<file path="src/rtl/drs_pkg.sv">
// Shared types and constants for the exponent/mantissa rate search.
// Used by drs_ctrl, drs_datapath and data_rate_exponent_mantissa_search.
package drs_pkg;

	localparam int unsigned OSC_W   = 32;
	localparam int unsigned TGT_W   = 32;
	localparam int unsigned EXP_W   = 4;
	localparam int unsigned MANT_W  = 8;
	localparam int unsigned PAIR_W  = EXP_W + MANT_W;
	localparam int unsigned RATE_W  = 28;
	localparam int unsigned SCALE_W = MANT_W + 1;
	localparam int unsigned PROD_W  = SCALE_W + OSC_W;
	localparam int unsigned SHIFT_W = PROD_W + (1 << EXP_W) - 1;
	localparam int unsigned FRAC_W  = 28;

	localparam logic [OSC_W-1:0]  OSC_RESET = 32'd26000000;
	localparam logic [PAIR_W-1:0] PAIR_LAST = {PAIR_W{1'b1}};

	typedef enum logic [1:0] {
		ST_IDLE,
		ST_SEARCH,
		ST_DRAIN,
		ST_FINISH
	} drs_state_t;

	typedef struct packed {
		logic start;
		logic issue;
		logic load_out;
	} drs_cmd_t;

	typedef struct packed {
		logic last_pair;
		logic pipe_busy;
		logic out_free;
	} drs_status_t;

endpackage

</file>
<file path="src/rtl/drs_ctrl.sv">
// Controller state machine for the rate search: sequences one request.
// Depends on drs_pkg for the state, command and status types.
module drs_ctrl
	import drs_pkg::*;
(
	input  logic        clk,
	input  logic        arst_n,
	input  logic        in_valid,
	output logic        in_stall,
	input  drs_status_t status,
	output drs_cmd_t    cmd
);

	drs_state_t state_q;
	drs_state_t state_d;

	always_ff @(posedge clk or negedge arst_n) begin
		if (!arst_n) begin
			state_q <= ST_IDLE;
		end else begin
			state_q <= state_d;
		end
	end

	always_comb begin
		state_d = state_q;
		case (state_q)
			ST_IDLE: begin
				if (in_valid) state_d = ST_SEARCH;
			end
			ST_SEARCH: begin
				if (status.last_pair) state_d = ST_DRAIN;
			end
			ST_DRAIN: begin
				if (!status.pipe_busy) state_d = ST_FINISH;
			end
			ST_FINISH: begin
				if (status.out_free) state_d = ST_IDLE;
			end
			default: state_d = ST_IDLE;
		endcase
	end

	always_comb begin
		cmd      = '0;
		in_stall = 1'b1;
		case (state_q)
			ST_IDLE: begin
				in_stall  = 1'b0;
				cmd.start = in_valid;
			end
			ST_SEARCH: begin
				cmd.issue = 1'b1;
			end
			ST_FINISH: begin
				cmd.load_out = status.out_free;
			end
			default: begin
				cmd = '0;
			end
		endcase
	end

endmodule

</file>
<file path="src/rtl/drs_datapath.sv">
// Datapath for the rate search: pair counter, rate pipeline, best-pair
// tracker and output register. Depends on drs_pkg.
module drs_datapath
	import drs_pkg::*;
(
	input  logic                clk,
	input  logic                arst_n,
	input  logic                cfg_wr_en,
	input  logic [OSC_W-1:0]    cfg_wr_data,
	input  logic [TGT_W-1:0]    target_rate,
	input  drs_cmd_t            cmd,
	output drs_status_t         status,
	output logic                out_valid,
	input  logic                out_stall,
	output logic [EXP_W-1:0]    rate_exponent,
	output logic [MANT_W-1:0]   rate_mantissa,
	output logic [RATE_W-1:0]   achieved_rate
);

	logic [OSC_W-1:0]   osc_q;
	logic [TGT_W-1:0]   target_q;
	logic [PAIR_W-1:0]  pair_q;

	logic               v_s1, v_s2, v_s3;
	logic [EXP_W-1:0]   e_s1, e_s2, e_s3;
	logic [MANT_W-1:0]  m_s1, m_s2, m_s3;
	logic [PROD_W-1:0]  prod_s1;
	logic [RATE_W-1:0]  rate_s2, rate_s3;
	logic [TGT_W-1:0]   err_s3;

	logic               have_q;
	logic [TGT_W-1:0]   min_err_q;
	logic [EXP_W-1:0]   best_e_q;
	logic [MANT_W-1:0]  best_m_q;
	logic [RATE_W-1:0]  best_rate_q;

	logic               out_valid_q;
	logic [EXP_W-1:0]   out_e_q;
	logic [MANT_W-1:0]  out_m_q;
	logic [RATE_W-1:0]  out_rate_q;

	logic [SHIFT_W-1:0] shifted;
	logic [TGT_W-1:0]   rate_ext;
	logic               better;

	always_ff @(posedge clk or negedge arst_n) begin
		if (!arst_n) begin
			osc_q <= OSC_RESET;
		end else if (cfg_wr_en) begin
			osc_q <= cfg_wr_data;
		end
	end

	always_ff @(posedge clk) begin
		if (cmd.start) begin
			target_q <= target_rate;
		end
	end

	always_ff @(posedge clk or negedge arst_n) begin
		if (!arst_n) begin
			pair_q <= '0;
		end else if (cmd.start) begin
			pair_q <= '0;
		end else if (cmd.issue) begin
			pair_q <= pair_q + 1'b1;
		end
	end

	// Stage 1: mantissa scale times the oscillator.
	always_ff @(posedge clk or negedge arst_n) begin
		if (!arst_n) begin
			v_s1 <= 1'b0;
			v_s2 <= 1'b0;
			v_s3 <= 1'b0;
		end else begin
			v_s1 <= cmd.issue;
			v_s2 <= v_s1;
			v_s3 <= v_s2;
		end
	end

	always_ff @(posedge clk) begin
		e_s1    <= pair_q[PAIR_W-1:MANT_W];
		m_s1    <= pair_q[MANT_W-1:0];
		prod_s1 <= {1'b1, pair_q[MANT_W-1:0]} * osc_q;
	end

	// Stage 2: exponent shift and drop of the fraction bits.
	assign shifted = {{(SHIFT_W-PROD_W){1'b0}}, prod_s1} << e_s1;

	always_ff @(posedge clk) begin
		e_s2    <= e_s1;
		m_s2    <= m_s1;
		rate_s2 <= shifted[FRAC_W +: RATE_W];
	end

	// Stage 3: absolute error against the request.
	assign rate_ext = {{(TGT_W-RATE_W){1'b0}}, rate_s2};

	always_ff @(posedge clk) begin
		e_s3    <= e_s2;
		m_s3    <= m_s2;
		rate_s3 <= rate_s2;
		err_s3  <= (rate_ext > target_q) ? (rate_ext - target_q) : (target_q - rate_ext);
	end

	// Best pair; strict compare keeps the earliest pair on a tie.
	assign better = v_s3 && (!have_q || (err_s3 < min_err_q));

	always_ff @(posedge clk or negedge arst_n) begin
		if (!arst_n) begin
			have_q <= 1'b0;
		end else if (cmd.start) begin
			have_q <= 1'b0;
		end else if (better) begin
			have_q <= 1'b1;
		end
	end

	always_ff @(posedge clk) begin
		if (better) begin
			min_err_q   <= err_s3;
			best_e_q    <= e_s3;
			best_m_q    <= m_s3;
			best_rate_q <= rate_s3;
		end
	end

	always_ff @(posedge clk or negedge arst_n) begin
		if (!arst_n) begin
			out_valid_q <= 1'b0;
		end else if (cmd.load_out) begin
			out_valid_q <= 1'b1;
		end else if (!out_stall) begin
			out_valid_q <= 1'b0;
		end
	end

	always_ff @(posedge clk) begin
		if (cmd.load_out) begin
			out_e_q    <= best_e_q;
			out_m_q    <= best_m_q;
			out_rate_q <= best_rate_q;
		end
	end

	assign status.last_pair = cmd.issue && (pair_q == PAIR_LAST);
	assign status.pipe_busy = v_s1 | v_s2 | v_s3;
	assign status.out_free  = !out_valid_q || !out_stall;

	assign out_valid     = out_valid_q;
	assign rate_exponent = out_e_q;
	assign rate_mantissa = out_m_q;
	assign achieved_rate = out_rate_q;

endmodule

</file>
<file path="src/rtl/data_rate_exponent_mantissa_search.sv">
// Top level of the exponent/mantissa rate search.
// Instantiates drs_ctrl and drs_datapath; types come from drs_pkg.
//
//   Channel   Direction  Handshake            Beat contents
//   in        input      in_valid/in_stall    target_rate
//   out       output     out_valid/out_stall  rate_exponent, rate_mantissa,
//                                             achieved_rate
//   cfg       input      cfg_wr_en            cfg_wr_data (oscillator_hz)
//
// A request's result beat is offered after the pair counter has walked all 4096
// exponent/mantissa pairs at one pair a cycle through a three-stage rate
// pipeline, the controller has drained that pipeline and the output register
// has been loaded. The next request is taken in the idle state that follows
// the load, so a new request is not accepted before the last one is through.
// Reset clears the controller, the pipeline valid bits and the output
// valid flag, and loads the oscillator register with 26 MHz.
// A stalled output beat holds in the output register; the next request
// is still taken and searched, and its result waits until that slot frees.

// The controller sequences start, issue and output load; the datapath holds
// the oscillator register, the multiplier pipeline and the best-pair tracker.
// The search keeps the first pair whose absolute error is the smallest, so
// ties go to the lower exponent and then the lower mantissa.
module data_rate_exponent_mantissa_search
	import drs_pkg::*;
(
	input  logic                clk,
	input  logic                arst_n,
	input  logic                cfg_wr_en,
	input  logic [OSC_W-1:0]    cfg_wr_data,
	input  logic                in_valid,
	output logic                in_stall,
	input  logic [TGT_W-1:0]    target_rate,
	output logic                out_valid,
	input  logic                out_stall,
	output logic [EXP_W-1:0]    rate_exponent,
	output logic [MANT_W-1:0]   rate_mantissa,
	output logic [RATE_W-1:0]   achieved_rate
);

	drs_cmd_t    cmd;
	drs_status_t status;

	// Controller: one request at a time, accepted only in its idle state.
	drs_ctrl u_ctrl (
		.clk      (clk),
		.arst_n   (arst_n),
		.in_valid (in_valid),
		.in_stall (in_stall),
		.status   (status),
		.cmd      (cmd)
	);

	// Datapath: the request is captured on the start command and compared
	// against every candidate rate as it leaves the pipeline.
	drs_datapath u_datapath (
		.clk           (clk),
		.arst_n        (arst_n),
		.cfg_wr_en     (cfg_wr_en),
		.cfg_wr_data   (cfg_wr_data),
		.target_rate   (target_rate),
		.cmd           (cmd),
		.status        (status),
		.out_valid     (out_valid),
		.out_stall     (out_stall),
		.rate_exponent (rate_exponent),
		.rate_mantissa (rate_mantissa),
		.achieved_rate (achieved_rate)
	);

endmodule
</file>
<file path="config.mk">
export PLATFORM = sky130hd
export DESIGN_NAME = data_rate_exponent_mantissa_search
export DESIGN_NICKNAME = d
export VERILOG_FILES = /design/src/rtl/drs_pkg.sv /design/src/rtl/drs_ctrl.sv /design/src/rtl/drs_datapath.sv /design/src/rtl/data_rate_exponent_mantissa_search.sv
export SDC_FILE = /design/constraint.sdc
export NUM_CORES = 1
export LEC_CHECK = 0
export BUFFER_PORTS_ARGS = -buffer_cell sky130_fd_sc_hd__buf_4
export CAP_MARGIN = 20
export CELL_PAD_IN_SITES_DETAIL_PLACEMENT = 1
export CELL_PAD_IN_SITES_GLOBAL_PLACEMENT = 1
export CORE_MARGIN = 1
export CORE_UTILIZATION = 40
export CTS_BUF_LIST = sky130_fd_sc_hd__clkbuf_2
export DETAILED_ROUTE_END_ITERATION = 16
export PLACE_DENSITY_LB_ADDON = 0.08
export SYNTH_ARGS = -nofsm -noshare
export SYNTH_HDL_FRONTEND = slang
export SYNTH_SLANG_ARGS = --single-unit
</file>
<file path="constraint.sdc">
create_clock -name clk -period 6.9 [get_ports clk]
set_input_delay 0.69 -clock clk [delete_from_list [all_inputs] [get_ports clk]]
set_output_delay 0.69 -clock clk [all_outputs]
set_load 0.005 [all_outputs]
</file>
==> metrics.txt <==
total die area=just under 0.06 mm²; Mean Syn Cell Area=between 10 and 15 µm²; Synth Flop Type=dfxtp_1; CTS H-Tree Depth=3; most frequent cells in the layout=386 x inv_1, 248 x nand2_1, 212 x fa_1; WHS Endpoint=u_datapath.osc_q[6]; nets=2929; Max Used Layer=met4; Synth Instances=approximately 2300; post-route ant nets=0; post-route clock skew=0.108 ns; Num CTS Buffers=slightly above 90; Worst R2R End=u_datapath.prod_s1[30]; Fin. Hold Viols=0; min-delay src=cfg_wr_en; CP Launch Type=register; root buffer cell=clkbuf_2; crit share post-route=0.847; share of post-route cells with drive strength above 1=0.132; flop2flop setup slack=between 1 and 1.5 ns; worst slack at placement=around 1.1 ns; Synth Register Bits=roughly 350; initial core utilization=0.408; Synth cell types=77; Max Clock Freq=between 150 and 200 MHz; fin worst setup slack=around 1.1 ns; YS warnings=0; CP Capture Type=register; Slew @ Worst Pin=0.926 ns; status=finished, final reports clean; global-route wire length before repair=about 98000 µm; routed wire length per instance=between 15 and 20 µm; cell row count=87; Pwr Density=about 360 mW/mm²; r2r worst-path depth=17; Post-Syn Area=0.0232 mm²; number of gates resized after CTS=0; number of port buffers=110; final weighted congestion in routability-driven placement=between 0.8 and 0.9; DRT Pass-1 Iters=5; Rel. slew slack=0.367; detailed placement HPWL=45100 µm; WL final=between 50000 and 60000 µm; Worst Setup Path Type=register to register; vias per inst=~5.0; post-CTS setup buffer count=0; Peak VDD IR=~0.15 mV; core footprint=about 0.057 mm²; CTS tree=done; RSZ-0062 raised after global routing=false; # IOs=111; Critical Path Fanout Max=18; asr flop ratio synth=0.147; Max Slew Vio Count=0; Hold Slack=0.134 ns; R2R Path Start=u_datapath.pair_q[0]; 1st-iter DRT viols=around 540; Max Cap Viol=0; final setup fails=0; Leak=12.5 nW; met2 wire length=~29000 µm; Post-synth EDFFs=between 100 and 150; Synth Net Count=2710; chip height=~240 µm; most common cell after layout, fill and taps aside=inv_1; hold path depth=3; vias in the first global route=~19000; TNS Setup=0 ns; Critical Path AT=6.79 ns; routed length on met1=26500 µm; worst path required time=~8 ns; residual DRC count=0; clock buffer depth=3; Sink Count=347; post-synthesis sequential area ratio=0.373; HP Class=input pin to register; clk_lat worst skew=about 1.1 ns; GRT Total Usage=0.207; GRT overflow=0; clk slew on worst S/H paths=0.10 ns; die width=243 µm; vias=about 17000; initial antenna violation count=3; met3 WL post-DR=approximately 1800 µm; fin crit period=roughly 6 ns; Layout area overhead=15.2%; largest net degree at the start of global routing=58
==> cell type report <==
| cell class | instances | area, µm² |
|---|---|---|
| Clock inverter | 37 | 226 |
| Clock buffer | 134 | 671 |
| Multi-Input combinational cell | 1434 | 12600 |
| Sequential cell | 347 | 8660 |
| Timing Repair Buffer | 238 | 2100 |
| Antenna cell | 4 | 10.0 |
| Tap cell | 756 | 946 |
| Fill cell | 6418 | 30100 |
| Inverter | 386 | 1450 |
==> Yosys cell counts (4+ instances only) <==
library cell / instances / area share
dfxtp_1: 152 / 0.13
o31ai_1: 8 / 0.0026
nand3b_1: 5 / 0.0016
nor3_1: 17 / 0.0037
mux4_2: 5 / 0.0049
o21ai_0: 94 / 0.020
buf_2: 14 / 0.0030
xor2_1: 28 / 0.011
a2111oi_0: 5 / 0.0019
o21a_1: 16 / 0.0052
clkbuf_1: 81 / 0.013
and4_1: 4 / 0.0015
and2_1: 105 / 0.028
dfrtp_1: 41 / 0.044
or3_1: 7 / 0.0019
mux2i_1: 49 / 0.021
buf_1: 12 / 0.0019
a31oi_1: 15 / 0.0040
a21oi_1: 107 / 0.023
nand2_1: 248 / 0.040
a21o_1: 45 / 0.015
o21bai_1: 11 / 0.0036
fa_1: 212 / 0.18
edfxtp_1: 144 / 0.19
dfstp_2: 10 / 0.011
xnor2_1: 35 / 0.013
a211oi_1: 15 / 0.0049
nand2b_1: 9 / 0.0024
o211ai_1: 7 / 0.0023
nand3_1: 20 / 0.0043
nor2_1: 81 / 0.013
nor2b_1: 12 / 0.0032
and3_1: 5 / 0.0013
inv_1: 386 / 0.062
or2_2: 6 / 0.0016
nor4_1: 7 / 0.0019
ha_1: 150 / 0.081
a21boi_0: 4 / 0.0013
nand4_1: 23 / 0.0062
mux2_2: 22 / 0.011
==> where the power goes <==
| part | internal [W] | switching, W |
|---|---|---|
| sequential | 0.00291 | 0.000389 |
| combinational | 0.00200 | 0.00286 |
| clock | 0.000616 | 0.000905 |
| total | 0.00553 | 0.00415 |
==> logic make-up (layout without fill, tap and decap cells) <==
logic type / count (synthesis) / after routing / share of synthesized area
mux: 77 / 77 / 0.0373
compound gates: 375 / 375 / 0.104
xor+xnor: 63 / 63 / 0.0238
other cells: 0 / 4 / 0
fa+ha+maj: 362 / 362 / 0.264
buf+inv: 498 / 795 / 0.0827
flops: 347 / 347 / 0.373
simple gates: 557 / 557 / 0.115
==> flip-flops by register name (all words and copies together) (netlist names), 12 cells and up <==
signal,count
u_datapath.best_rate_q,28
u_datapath.target_q,32
u_datapath.pair_q,12
u_datapath.err_s3,32
u_datapath.achieved_rate,28
u_datapath.osc_q,32
u_datapath.rate_s3,28
u_datapath.prod_s1,28
u_datapath.min_err_q,32
u_datapath.rate_s2,28
==> how the worst max path moves through the flow <==
stage | start | end | cells after the start
3_3_place_gp | u_datapath.pair_q[0] | u_datapath.prod_s1[40] | 16
5_1_grt | u_datapath.pair_q[0] | u_datapath.prod_s1[30] | 17
3_5_place_dp | u_datapath.pair_q[0] | u_datapath.prod_s1[40] | 18
2_1_floorplan | u_datapath.pair_q[7] | u_datapath.prod_s1[40] | 19
4_1_cts | u_datapath.pair_q[4] | u_datapath.prod_s1[40] | 16
6_report | u_datapath.pair_q[0] | u_datapath.prod_s1[30] | 17
==> critical path, cell delays in order (launching register included) <==
cell      delay (ns)
dfrtp_1         0.86
buf_4           0.37
nand2_1         0.12
fa_1            0.56
inv_1           0.07
fa_1            0.49
fa_1            0.58
inv_1           0.07
fa_1            0.47
inv_1           0.04
ha_1            0.35
o21a_1          0.25
o41ai_1         0.30
o21bai_1        0.27
o21ai_0         0.24
a21boi_0        0.34
o21ai_0         0.16
xor2_1          0.17
==> per-layer routing <==
metal  vias to the layer above  track usage
met3                       116       0.0365
met4                         0       0.0775
met2                       267        0.355
met5                         -            0
met1                      8301        0.261
li1                       7909            -
==> what timing repair did <==
item,in CTS,in global routing
hold endpoints to repair,119,0
hold buffers,105,0
endpoints found under the setup margin,0,0
==> per-stage QoR <==
| step | cell area (µm²) | total power (W) | instances | utilization |
|---|---|---|---|---|
| after global placement | 24700 | 0.00805 | 3054 | 0.435 |
| after CTS | 26600 | 0.00986 | 3330 | 0.469 |
| after detailed placement | 24700 | 0.00821 | 3054 | 0.435 |
| after floorplan | 23200 | 0.00666 | 2279 | - |
| after global routing | 26700 | 0.0106 | 3335 | 0.470 |
| final | 26700 | 0.00968 | 3336 | 0.470 |
(Power assumes the default switching activity.)
